## config.mk

```make
export PLATFORM = sky130hd
export DESIGN_NAME = graph_traversal_order
export DESIGN_NICKNAME = d
export VERILOG_FILES = /design/src/gto_pkg.sv /design/src/graph_traversal_order.sv /design/src/gto_ram.sv /design/src/gto_seq.sv
export SDC_FILE = /design/constraint.sdc
export NUM_CORES = 1
export LEC_CHECK = 0
export BUFFER_PORTS_ARGS = -buffer_cell sky130_fd_sc_hd__buf_2
export CORE_UTILIZATION = 30
export DETAILED_ROUTE_END_ITERATION = 8
export PLACE_DENSITY = 0.53
export SYNTH_ARGS = -nofsm -noshare
export SYNTH_HDL_FRONTEND = slang
export SYNTH_SLANG_ARGS = --single-unit
```

## constraint.sdc

```tcl
create_clock -name clk -period 6.1 [get_ports clk]
set_input_delay 0.305 -clock clk [delete_from_list [all_inputs] [get_ports clk]]
set_output_delay 0.305 -clock clk [all_outputs]
set_load 0.01 [all_outputs]
```

## src/gto_pkg.sv

```systemverilog
// shared types, sizes and codes for the graph traversal order block
// no dependencies; imported by the top level, the sequencer and the checker
package gto_pkg;

	localparam int MAX_VERTICES = 16;
	localparam int MAX_EDGES    = 32;
	localparam int VTX_W        = 4;
	localparam int EDGE_W       = 2 * VTX_W;
	localparam int EDGE_AW      = (MAX_EDGES > 1) ? $clog2(MAX_EDGES) : 1;
	localparam int CNT_W        = $clog2(MAX_EDGES + 1);
	localparam int WORK_DEPTH   = 2 * MAX_EDGES + 1;
	localparam int WORK_AW      = $clog2(WORK_DEPTH);
	localparam int PTR_W        = $clog2(WORK_DEPTH + 1);

	typedef enum logic [1:0] {
		OP_ADD      = 2'd0,
		OP_TRAVERSE = 2'd1,
		OP_CLEAR    = 2'd2
	} op_t;

	typedef enum logic [1:0] {
		STAT_VISIT = 2'd0,
		STAT_FULL  = 2'd1,
		STAT_RANGE = 2'd2
	} status_t;

	typedef enum logic [2:0] {
		S_IDLE,
		S_POP,
		S_POP_WAIT,
		S_EMIT,
		S_SCAN,
		S_DONE
	} state_t;

	typedef struct packed {
		logic [1:0]       op;
		logic [VTX_W-1:0] endpoint_a;
		logic [VTX_W-1:0] endpoint_b;
		logic [VTX_W-1:0] start_vertex;
	} gto_in_t;

	typedef struct packed {
		logic [VTX_W-1:0] vertex_out;
		logic             last_visit;
		logic [1:0]       status;
	} gto_out_t;

	// one result handed from the sequencer to the output register
	typedef struct packed {
		logic     vld;
		gto_out_t data;
	} res_t;

	typedef struct packed {
		logic               we;
		logic [EDGE_AW-1:0] waddr;
		logic [EDGE_W-1:0]  wdata;
		logic [EDGE_AW-1:0] raddr;
	} edge_req_t;

	typedef struct packed {
		logic               we;
		logic [WORK_AW-1:0] waddr;
		logic [VTX_W-1:0]   wdata;
		logic [WORK_AW-1:0] raddr;
	} work_req_t;

	function automatic logic in_range(input logic [VTX_W-1:0] v);
		return int'(v) < MAX_VERTICES;
	endfunction

endpackage

```

## src/graph_traversal_order.sv

```systemverilog
// top level of the graph traversal order block: ports, mode register, output register
// depends on gto_pkg, gto_ram and gto_seq
//
// Holds up to MAX_EDGES undirected edges in an edge store with one read port and walks them
// breadth-first (queue) or depth-first (stack) from a start vertex, sending the
// visited vertices out in order with the last one flagged. A rejected item gives
// one status result. A traversal runs longer while the sink stalls: the edge
// store has one read port, so every expansion scans the stored edges one per cycle.
// The input stalls for the whole traversal; the output register lets a finished
// result wait for the sink. The mode register should only be written while no
// traversal is running.
module graph_traversal_order
	import gto_pkg::*;
(
	input  logic     clk,
	input  logic     arst_n,
	input  logic     in_valid,
	output logic     in_stall,
	input  gto_in_t  in_data,
	output logic     out_valid,
	input  logic     out_stall,
	output gto_out_t out_data,
	input  logic     cfg_valid,
	output logic     cfg_ready,
	input  logic     cfg_data
);

	logic              mode_q;
	logic              out_vld_q;
	gto_out_t          out_q;
	logic              idle, out_free, in_accept;
	res_t              res;
	edge_req_t         edge_req;
	work_req_t         work_req;
	logic [EDGE_W-1:0] edge_rdata;
	logic [VTX_W-1:0]  work_rdata;

	assign out_free  = !out_vld_q || !out_stall;
	assign in_stall  = !idle || !out_free;
	assign in_accept = in_valid && !in_stall;
	assign cfg_ready = 1'b1;
	assign out_valid = out_vld_q;
	assign out_data  = out_q;

	always_ff @(posedge clk or negedge arst_n) begin
		if (!arst_n) begin
			mode_q    <= 1'b0;
			out_vld_q <= 1'b0;
		end else begin
			if (cfg_valid && cfg_ready) begin
				mode_q <= cfg_data;
			end
			if (res.vld) begin
				out_vld_q <= 1'b1;
			end else if (!out_stall) begin
				out_vld_q <= 1'b0;
			end
		end
	end

	always_ff @(posedge clk) begin
		if (res.vld) begin
			out_q <= res.data;
		end
	end

	gto_seq u_seq (
		.clk        (clk),
		.arst_n     (arst_n),
		.mode       (mode_q),
		.in_accept  (in_accept),
		.in_data    (in_data),
		.out_free   (out_free),
		.idle       (idle),
		.res        (res),
		.edge_req   (edge_req),
		.edge_rdata (edge_rdata),
		.work_req   (work_req),
		.work_rdata (work_rdata)
	);

	gto_ram #(
		.WIDTH (EDGE_W),
		.DEPTH (MAX_EDGES)
	) u_edge_ram (
		.clk   (clk),
		.we    (edge_req.we),
		.waddr (edge_req.waddr),
		.wdata (edge_req.wdata),
		.raddr (edge_req.raddr),
		.rdata (edge_rdata)
	);

	gto_ram #(
		.WIDTH (VTX_W),
		.DEPTH (WORK_DEPTH)
	) u_work_ram (
		.clk   (clk),
		.we    (work_req.we),
		.waddr (work_req.waddr),
		.wdata (work_req.wdata),
		.raddr (work_req.raddr),
		.rdata (work_rdata)
	);

endmodule

```

## src/gto_ram.sv

```systemverilog
// generic single write port, single read port ram with registered read data
// no dependencies
module gto_ram #(
	parameter int WIDTH = 8,
	parameter int DEPTH = 32
) (
	input  logic                                   clk,
	input  logic                                   we,
	input  logic [((DEPTH > 1) ? $clog2(DEPTH) : 1)-1:0] waddr,
	input  logic [WIDTH-1:0]                       wdata,
	input  logic [((DEPTH > 1) ? $clog2(DEPTH) : 1)-1:0] raddr,
	output logic [WIDTH-1:0]                       rdata
);

	logic [WIDTH-1:0] mem_q [DEPTH];

	always_ff @(posedge clk) begin
		if (we) begin
			mem_q[waddr] <= wdata;
		end
		rdata <= mem_q[raddr];
	end

endmodule

```

## src/gto_seq.sv

```systemverilog
// traversal sequencer: edge count, visited map, work list pointers and the fsm
// depends on gto_pkg; drives the edge store and work list rams
module gto_seq
	import gto_pkg::*;
(
	input  logic              clk,
	input  logic              arst_n,
	input  logic              mode,
	input  logic              in_accept,
	input  gto_in_t           in_data,
	input  logic              out_free,
	output logic              idle,
	output res_t              res,
	output edge_req_t         edge_req,
	input  logic [EDGE_W-1:0] edge_rdata,
	output work_req_t         work_req,
	input  logic [VTX_W-1:0]  work_rdata
);

	state_t state_q, state_d;

	logic [CNT_W-1:0]        edge_total_q, edge_total_d;
	logic [MAX_VERTICES-1:0] visited_q, visited_d;
	logic [PTR_W-1:0]        head_q, head_d;
	logic [PTR_W-1:0]        tail_q, tail_d;
	logic [VTX_W-1:0]        u_q, u_d;
	logic                    pend_vld_q, pend_vld_d;
	logic [VTX_W-1:0]        pend_q, pend_d;
	logic [CNT_W-1:0]        scan_q, scan_d;
	logic                    scan_vld_s1, scan_vld_d;

	logic [PTR_W-1:0] top_m1;
	logic [VTX_W-1:0] ea, eb, nbr;
	logic             hit;

	assign top_m1 = tail_q - PTR_W'(1);
	assign ea     = edge_rdata[EDGE_W-1:VTX_W];
	assign eb     = edge_rdata[VTX_W-1:0];
	assign idle   = (state_q == S_IDLE);

	// neighbour of u in the edge read back this cycle
	always_comb begin
		hit = 1'b0;
		nbr = eb;
		if (ea == u_q) begin
			hit = 1'b1;
			nbr = eb;
		end else if (eb == u_q) begin
			hit = 1'b1;
			nbr = ea;
		end
	end

	always_ff @(posedge clk or negedge arst_n) begin
		if (!arst_n) begin
			state_q      <= S_IDLE;
			edge_total_q <= '0;
			visited_q    <= '0;
			pend_vld_q   <= 1'b0;
			scan_vld_s1  <= 1'b0;
		end else begin
			state_q      <= state_d;
			edge_total_q <= edge_total_d;
			visited_q    <= visited_d;
			pend_vld_q   <= pend_vld_d;
			scan_vld_s1  <= scan_vld_d;
		end
	end

	always_ff @(posedge clk) begin
		head_q <= head_d;
		tail_q <= tail_d;
		u_q    <= u_d;
		pend_q <= pend_d;
		scan_q <= scan_d;
	end

	always_comb begin
		state_d      = state_q;
		edge_total_d = edge_total_q;
		visited_d    = visited_q;
		head_d       = head_q;
		tail_d       = tail_q;
		u_d          = u_q;
		pend_vld_d   = pend_vld_q;
		pend_d       = pend_q;
		scan_d       = scan_q;
		scan_vld_d   = 1'b0;

		res.vld             = 1'b0;
		res.data.vertex_out = pend_q;
		res.data.last_visit = 1'b0;
		res.data.status     = STAT_VISIT;

		edge_req.we    = 1'b0;
		edge_req.waddr = edge_total_q[EDGE_AW-1:0];
		edge_req.wdata = {in_data.endpoint_a, in_data.endpoint_b};
		edge_req.raddr = scan_q[EDGE_AW-1:0];

		work_req.we    = 1'b0;
		work_req.waddr = tail_q[WORK_AW-1:0];
		work_req.wdata = nbr;
		work_req.raddr = mode ? top_m1[WORK_AW-1:0] : head_q[WORK_AW-1:0];

		unique case (state_q)
			S_IDLE: begin
				if (in_accept) begin
					unique case (in_data.op)
						OP_ADD: begin
							if (!in_range(in_data.endpoint_a) ||
							    !in_range(in_data.endpoint_b)) begin
								res.vld             = 1'b1;
								res.data.vertex_out = '0;
								res.data.last_visit = 1'b1;
								res.data.status     = STAT_RANGE;
							end else if (int'(edge_total_q) >= MAX_EDGES) begin
								res.vld             = 1'b1;
								res.data.vertex_out = '0;
								res.data.last_visit = 1'b1;
								res.data.status     = STAT_FULL;
							end else begin
								edge_req.we  = 1'b1;
								edge_total_d = edge_total_q + CNT_W'(1);
							end
						end
						OP_TRAVERSE: begin
							if (!in_range(in_data.start_vertex)) begin
								res.vld             = 1'b1;
								res.data.vertex_out = '0;
								res.data.last_visit = 1'b1;
								res.data.status     = STAT_RANGE;
							end else begin
								work_req.we    = 1'b1;
								work_req.waddr = '0;
								work_req.wdata = in_data.start_vertex;
								// breadth-first marks on enqueue, depth-first on pop
								visited_d      = mode ? '0 :
									(MAX_VERTICES'(1) << in_data.start_vertex);
								head_d         = '0;
								tail_d         = PTR_W'(1);
								pend_vld_d     = 1'b0;
								state_d        = S_POP;
							end
						end
						OP_CLEAR: begin
							edge_total_d = '0;
						end
						default: begin
						end
					endcase
				end
			end
			S_POP: begin
				if (mode ? (tail_q == '0) : (head_q == tail_q)) begin
					state_d = S_DONE;
				end else begin
					if (mode) begin
						tail_d = top_m1;
					end else begin
						head_d = head_q + PTR_W'(1);
					end
					state_d = S_POP_WAIT;
				end
			end
			S_POP_WAIT: begin
				u_d = work_rdata;
				if (mode && visited_q[work_rdata]) begin
					state_d = S_POP;
				end else begin
					state_d = S_EMIT;
				end
			end
			S_EMIT: begin
				// the held vertex is known not to be last once another one is visited
				if (!pend_vld_q || out_free) begin
					res.vld    = pend_vld_q;
					pend_vld_d = 1'b1;
					pend_d     = u_q;
					if (mode) begin
						visited_d[u_q] = 1'b1;
					end
					scan_d  = '0;
					state_d = S_SCAN;
				end
			end
			S_SCAN: begin
				if (scan_q < edge_total_q) begin
					scan_d     = scan_q + CNT_W'(1);
					scan_vld_d = 1'b1;
				end
				if (scan_vld_s1 && hit && !visited_q[nbr] && int'(tail_q) < WORK_DEPTH) begin
					work_req.we = 1'b1;
					tail_d      = tail_q + PTR_W'(1);
					if (!mode) begin
						visited_d[nbr] = 1'b1;
					end
				end
				if (scan_q == edge_total_q && !scan_vld_s1) begin
					state_d = S_POP;
				end
			end
			S_DONE: begin
				if (out_free) begin
					res.vld             = 1'b1;
					res.data.last_visit = 1'b1;
					pend_vld_d          = 1'b0;
					state_d             = S_IDLE;
				end
			end
			default: begin
				state_d = S_IDLE;
			end
		endcase
	end

endmodule

```

==> impl_summary.md, run 1 <==
Run
The number of max-capacitance violations reported is 0.

Timing
Once routing completed, OpenROAD measured the worst setup slack at 1.36 ns. The setup TNS after final layout is 0 ns. The fmax is 211 MHz. The clock period minus final worst setup slack is 4.74 ns. The headroom to the max-slew limit is 10.4%. The count of endpoints failing hold in the final timing report was 0. The final count of pins violating max slew is 0. Setup violations remaining at the end of the flow were counted as 0. The slew at the pin with the worst max-slew slack is 1.34 ns.

Setup repair after global routing left no endpoint under its margin. The part of the cycle the worst path needs is 77.7%. Between clock sinks in the finished design, the worst skew comes to 0.0241 ns.

The worst hold slack after final layout is 0.0895 ns.

Placement
In this run the tool buffered the top-level ports with 27 buffer cells. The congestion estimate from routability-driven global placement came to 0.826. The HPWL after detailed placement is 41100 um. At the placement stage, the worst setup path has a slack of 1.45 ns.

Logic synthesis
The dominant cell type by area after synthesis is edfxtp_1. For this run, the number of Yosys warnings is 0. The share of Yosys cell area claimed by the top area cell type is 63.2%. The sequential cell area fraction in the yosys report is 66.9%. Of all flip-flops after synthesis, the portion carrying an async set or reset was 4.91%.

By area the synthesized netlist is led by edfxtp_1 (63%), mux4_2 (12%), dfrtp_1 (2.8%). The area of the mapped netlist is 26100 um^2. A synthesized cell averages 16.4 um^2. The flip-flop cell with the highest count after synthesis is edfxtp_1.

The net count after synthesis is 1623. After synthesis the netlist holds a flip-flop and latch count of 591. The number of flops mapped to enable cells by yosys is 550. Counting distinct cell types in the post-synthesis netlist gives 78. Synthesis handed over a netlist of 1589 instances.

Power
In this run the power density over the cells is 431 nW/um^2. The switching part of the total is 33.5%. The switching power is 4.24 mW.

The internal power consumption is 8.43 mW. The worst-case IR drop observed on VDD is 392 uV. The clock network burns 28.5% of the power. The sequential fraction of design power is 43.9%. The share of total power dissipated in combinational logic is 27.6%. The static leakage is 9.25 nW.

Clock network
CTS placed an instance of clkbuf_16 at the clock tree root. Buffers added to address setup during post-CTS repair amount to 0. The TritonCTS clock tree is built. The clock slew seen by the registers of the worst setup and hold paths is 0.06 ns. The deepest level of the CTS H-tree is 2. In this run the deepest clock path goes through 3 buffers.

The clock net in this run drives a total of 591 sinks. The CTS buffer count is 60. The post-cts sizing count is 0. The insertion delay of the later-clocked pin in the worst-skew pair is 0.64 ns.

Drt
The iteration-0 DRC count of the detailed router is 1421. The count of antenna-violating nets left after detailed routing is 0. The number of optimization iterations in the first detailed-route pass is 5. Using the TritonRoute via totals, the vias-per-cell ratio works out to 5.26. For this run, design rule violations remaining after detail routing come to 0. The routed layout has 14662 vias. The mean routed wirelength per cell is 23.5 um.

The final routed wirelength across all metal layers is 65600 um.

Floorplanning
The floorplan has 107 rows. The initial core utilization is 30.5%. During I/O placement, the number of pins put on the boundary was 30.

The die outline height is 297 um. The core area is 85700 um^2. Measured along the x axis, the die boundary spans 297 um. The full die area is 88300 um^2.

Global route
The total grt overflow is 0. The number of global-route vias before repair is 14898. Across every metal layer, demand over resource in global routing totals 14.6%. Entering global routing, the biggest net connects 70 pins. The global-route wire length before repair is 98500 um. The initial antenna violation count is 1.

Critical path
Data on the critical path is required at its endpoint by 6.41 ns. The setup path with the least slack is of type reg2reg. STA puts the critical path data arrival time at 5.05 ns. STA classifies the critical path endpoint as a register.

The maximum fanout along the worst path is 24. The element type at the critical path start is a register.

Finish
The proportion of layout cells with a drive suffix above 1 is 20.7%. At the end of the flow, the number of nets in the layout was 1629. The number of antenna cells inserted is 0. Compared with the post-synthesis result, the final layout area differs by 12.6%.

Worst hold path
The worst hold path belongs to the class in2reg.

Outcome
The run finished with clean final reports.
==> state kept, by name, indices dropped and copies added, names as in the netlist, 6 cells and up <==
signal,cells
u_edge_ram.rdata,8
u_seq.scan_q,6
u_seq.tail_q,7
out_data,6
u_seq.edge_total_q,6
u_seq.head_q,7
u_edge_ram.mem_q,256
u_seq.visited_q,16
u_work_ram.mem_q,260
==> worst max-delay path: stages, from the launching register on <==
cell,delay [ns]
dfxtp_1,0.75
xnor2_1,0.21
and4_1,0.61
nand2_2,0.26
a311oi_1,0.55
o32ai_4,0.35
nor3_4,0.91
buf_4,0.40
and4b_1,0.35
==> layout by cell type, fill, tap and decap left out, drive strengths merged, types with 29 or more instances in the layout <==
cell type / n
and4: 37
mux2: 29
edfxtp: 550
nand3: 34
nor3: 37
mux4: 136
mux2i: 36
buf: 51
dfrtp: 29
nor2: 112
o21ai: 52
a21oi: 41
clkbuf: 75
nand2: 48
==> final timing paths <==
check,startpoint,endpoint,slack (ns),cells after the start
min in group asynchronous,arst_n,u_seq.state_q[0],0.28,2
setup / recovery,u_edge_ram.rdata[0],u_work_ram.mem_q[51][0],1.36,8
max in group asynchronous,arst_n,u_seq.edge_total_q[0],5.32,2
setup reg to reg,u_edge_ram.rdata[0],u_work_ram.mem_q[51][0],1.36,8
hold / removal,in_data[13],u_seq.edge_total_q[5],0.09,2
hold reg to reg,u_work_ram.mem_q[64][2],u_work_ram.rdata[2],0.50,2
==> logic make-up (layout without fill, tap and decap cells) <==
| logic type | Yosys count | count (layout) | synth area share (%) |
|---|---|---|---|
| mux | 201 | 201 | 14.4 |
| xor+xnor | 28 | 28 | 0.939 |
| compound gates | 234 | 234 | 6.46 |
| other cells | 2 | 2 | 0.0287 |
| fa+ha+maj | 14 | 14 | 0.671 |
| simple gates | 388 | 388 | 8.38 |
| buf+inv | 131 | 187 | 2.25 |
| flops | 591 | 591 | 66.9 |
==> what timing repair did <==
action / CTS / global route
hold buffers: 4 / 0
hold endpoints to repair: 31 / 0
setup endpoints to repair: 0 / 0
==> routing by layer <==
layer | vias up | GRT usage (%) | part of all wire, %
li1 | 6477 | - | -
met1 | 7583 | 21.2 | 46
met2 | 492 | 22.6 | 46
met3 | 110 | 2.23 | 5.4
met4 | 0 | 4.49 | 2.6
met5 | - | 0 | 0
==> per-stage QoR <==
stage          power, mW  cells  utilization (%)  cell area [um^2]
2_1_floorplan       7.88   1589                -             26100
3_3_place_gp        9.18   2673             32.1             27500
3_5_place_dp        9.17   2673             32.1             27500
4_1_cts             12.8   2789             34.3             29400
5_1_grt             13.2   2789             34.3             29400
6_report            12.7   2789             34.3             29400
==> final cells by class <==
cell class / count / area, um^2
timing repair buffer: 55 / 368
clock buffer: 75 / 1600
tap: 1144 / 1430
multi-input combinational: 867 / 8150
inverter: 20 / 75.1
sequential: 591 / 17500
clock inverter: 37 / 312
fill: 8215 / 56300
==> cell usage after synthesis (12+ instances only) <==
library cell	instances
and2_1	12
clkbuf_1	67
buf_2	21
nand4_1	18
o22ai_1	12
and4b_1	19
mux4_2	136
ha_1	14
a211oi_1	24
and4_1	37
nand2_1	47
nor3_1	36
nand3_1	34
nand2b_1	19
a22oi_1	16
dfxtp_1	12
mux2i_1	36
edfxtp_1	550
xnor2_1	20
mux2_2	29
inv_1	20
o2bb2ai_1	14
dfrtp_1	29
nor2_1	112
a21oi_1	41
o21ai_0	51
==> power groups by stage <==
stage | sequential (mW) | clock (mW) | combinational (mW)
2_1_floorplan | 5.41 | 0 | 2.47
3_3_place_gp | 5.64 | 0 | 3.54
3_5_place_dp | 5.64 | 0 | 3.53
4_1_cts | 5.56 | 3.68 | 3.54
5_1_grt | 5.60 | 3.84 | 3.79
6_report | 5.57 | 3.61 | 3.50
Note: power is estimated with default switching activity, not from simulation.
==> run 2, diff against run 1 <==
--- a/config.mk
+++ b/config.mk
@@ -8,7 +8,7 @@
 export BUFFER_PORTS_ARGS = -buffer_cell sky130_fd_sc_hd__buf_2
 export CORE_UTILIZATION = 30
 export DETAILED_ROUTE_END_ITERATION = 8
-export PLACE_DENSITY = 0.53
+export PLACE_DENSITY = 0.54
 export SYNTH_ARGS = -nofsm -noshare
 export SYNTH_HDL_FRONTEND = slang
 export SYNTH_SLANG_ARGS = --single-unit
==> constraint.sdc (replaced) <==
create_clock -name clk -period 4.2 [get_ports clk]
set_input_delay 0.21 -clock clk [delete_from_list [all_inputs] [get_ports clk]]
set_output_delay 0.21 -clock clk [all_outputs]
set_load 0.01 [all_outputs]
==> impl_summary.md, run 2 (synthesis gave the netlist of run 1 again) <==
Timing
The setup TNS after final layout was 0 ns (unchanged). The headroom to the max-slew limit is 19.0% (+8.6 points). Setup repair after global routing left no endpoint under its margin. The final count of pins violating max slew is 0 (unchanged). The slew at the pin with the worst max-slew slack is 1.21 ns (-0.129 ns). The worst clock skew is 0.0456 ns (+0.0215 ns).

The fmax came to 268 MHz (+27%). The final setup violation count came to 0 (unchanged). The worst hold slack after final layout came to 0.120 ns (+0.0301 ns). The clock period minus final worst setup slack is 3.74 ns (-1.00 ns). The part of the cycle the worst path needs is 88.9% (+11 points). The count of endpoints failing hold in the final timing report came to 0 (unchanged).

Critical path
The terminus of the critical flop-to-flop path is u_work_ram.mem_q[16][0]. The arrival time of data at the critical path endpoint was 4.09 ns (-0.96 ns). The minimum setup slack among reg-to-reg paths is 0.46 ns (-0.90 ns). The origin of the critical flop-to-flop path is u_seq.u_q[2]. The kind of critical path is reg2reg. The maximum fanout along the worst path is 16 (-33%). The data required time of the critical path is 4.56 ns (-1.85 ns). Tracing the worst setup path back leads to its startpoint at u_seq.u_q[2].

The cell count of the worst reg-to-reg path is 8 (unchanged). The timing endpoint of the critical path is u_work_ram.mem_q[16][0]. The cell at the slowest stage of the critical path is and4_1.

STA classifies the critical path endpoint as a register. The signal on the critical path passes through xnor2_1 -> and4_1 -> nor3_1 -> a211oi_1 -> o211ai_4 -> or2_1 -> nor4_1 -> buf_4. STA classifies the critical path startpoint as a register.

The largest incremental delay on the critical path is 0.62 ns (-0.29 ns).

Finish
The final cell count without fillers is 2834 (+1.6%). In the final layout, the registers with the most flip-flops are u_work_ram.mem_q: 260 flops, u_edge_ram.mem_q: 256 flops, u_seq.visited_q: 16 flops. The flip-flop count of the largest register after layout is 260 (unchanged). The proportion of layout cells with a drive suffix above 1 is 22.2% (+1.5 points). The storage element area is 17500 um^2 (unchanged).

The area of the multi-input gates is 8150 um^2 (about the same). u_work_ram.mem_q holds more flip-flops than any other register. In the layout the commonest cells are edfxtp_1 (550), mux4_2 (136), nor2_1 (110). The number of filler instances in the final layout came to 8130 (-1.0%). The most common cell after layout, fill and taps aside is edfxtp_1.

From synthesis to final layout, the design area changed by 14.1%. The area of all placed cells without fillers is 29800 um^2 (+1.3%). The number of nets in the layout is 1671 (+2.6%).

Worst hold path
The worst hold path belongs to the class in2reg.

Floorplanning
The full die area came to 88300 um^2 (unchanged). The core area is 85700 um^2 (unchanged). The floorplan die width is 297 um (unchanged).

The count of pins on the block boundary is 30 (unchanged). The die outline height is 297 um (unchanged). The initial core utilization is 30.5% (unchanged). The floorplan row count is 107 (unchanged).

Global route
The pin count of the biggest net entering global routing is 66 (-5.7%). The routing usage on met2 came to 22.8% (+0.19 points). The initial antenna violation count is 5 (+4). After global routing, the most crowded layer is met2. The routing usage on met3 is 2.17% (-0.058 points).

The number of global-route vias before repair is 15161 (+1.8%). The overall fraction of global-route tracks in use was 14.4% (-0.20 points). The met1 routing resource usage after global routing was 20.5% (-0.69 points). The total grt overflow is 0 (unchanged). The global-route wire length before repair came to 97900 um (-0.60%).

Power
The static leakage was 9.46 nW (+2.3%). The areal power density over the cells was 617 nW/um^2 (+43%). The final total power is 18.4 mW (+45%). The maximum VDD drop came to 407 uV (+3.7%).

Clock network
The clock slew seen by the registers of the worst setup and hold paths is 0.07 ns (about the same). The clock sink total is 591 (unchanged). The CTS buffer count was 60 (unchanged). The buffer depth of the longest clock path is 3 (unchanged). The post-cts sizing count is 0 (unchanged). The TritonCTS clock tree is built. The insertion delay of the later-clocked pin in the worst-skew pair is 0.64 ns (about the same). The deepest level of the CTS H-tree was 2 (unchanged). Clock tree synthesis selected as its root buffer the cell clkbuf_16.

Drt
The via-per-instance ratio is 5.24 (-0.36%). The number of optimization iterations in the first detailed-route pass was 5 (unchanged). The total via count after detailed routing is 14845 (+1.2%). The final routed wirelength across all metal layers is 64400 um (-1.9%). The mean routed wirelength per cell came to 22.7 um (-3.5%). The residual DRC count is 0 (unchanged). The count of antenna-violating nets left after detailed routing came to 0 (unchanged). The iteration-0 DRC count of the detailed router is 1301 (-8.4%).

Placement
The port buffer count is 27 (unchanged). The cell area after placement was 27900 um^2 (+1.4%). The instance count after placement with tap cells included is 2714 (+1.5%). The HPWL after detailed placement was 41800 um (+1.7%). The routability congestion estimate was 0.841 (+1.9%).

Run
The number of max-capacitance violations reported is 0 (unchanged).

Outcome
The run finished with clean final reports.
run 2: cell types whose count changed in the layout (fill, tap and decap cells not counted), moves of 2 or more:
cell	change
clkinv_4	+2
buf_4	+34
inv_16	-2
clkinv_16	+2
clkinv_2	-6
buf_12	+7
clkbuf_1	+8
run 2: power breakdown:
part / leakage (nW) / switching (mW) / internal (mW)
clock: 0.906 / 2.28 / 2.85
sequential: 5.42 / 0.622 / 7.43
combinational: 3.14 / 3.17 / 2.03
run 2: critical path, delay by kind of cell, from the launching register on:
| family | cells | cell delay, ns |
|---|---|---|
| AOI/OAI and AO/OA | 2 | 0.65 |
| DFF | 1 | 0.58 |
| buffers and inverters | 1 | 0.23 |
| and+or+nand+nor | 4 | 1.70 |
| xor gates and xnor gates | 1 | 0.26 |
run 2: repair_timing:
item / 4_1_cts / 5_1_grt
buffers inserted: 0 / 0
hold buffers: 5 / 0
hold endpoints to repair: 36 / 0
run 2: area by class of cell:
cell class                      instances  share of cell area (%)
Sequential cell                       591                    58.7
Multi-Input combinational cell        867                    27.4
Clock buffer                           81                    5.34
Tap cell                             1144                    4.80
Timing Repair Buffer                   97                    2.59
Clock inverter                         33                   0.983
Inverter                               20                   0.252
Antenna cell                            1                 0.00840
run 2: worst min-delay path by stage:
stage	from	endpoint	slack, ns	cells past startpoint
6_report	in_data[5]	u_edge_ram.mem_q[27][1]	0.12	1
4_1_cts	in_data[5]	u_edge_ram.mem_q[27][1]	0.10	1
5_1_grt	in_data[4]	u_edge_ram.mem_q[25][0]	0.14	1
2_1_floorplan	arst_n	mode_q	-0.09	0
3_3_place_gp	arst_n	u_seq.edge_total_q[4]	0.35	1
3_5_place_dp	arst_n	u_seq.edge_total_q[4]	0.36	1
run 2: through the flow:
step	setup WS [ns]	utilization (%)
2_1_floorplan	0.167	-
5_1_grt	0.261	34.8
4_1_cts	0.412	34.8
3_5_place_dp	0.453	32.5
3_3_place_gp	0.472	32.5
6_report	0.465	34.8
run 2: routing by layer:
| metal | vias up | part of all wire [%] |
|---|---|---|
| met5 | - | 0 |
| met4 | 0 | 2.5 |
| met3 | 100 | 5.9 |
| met2 | 493 | 47 |
| met1 | 7682 | 45 |
| li1 | 6570 | - |
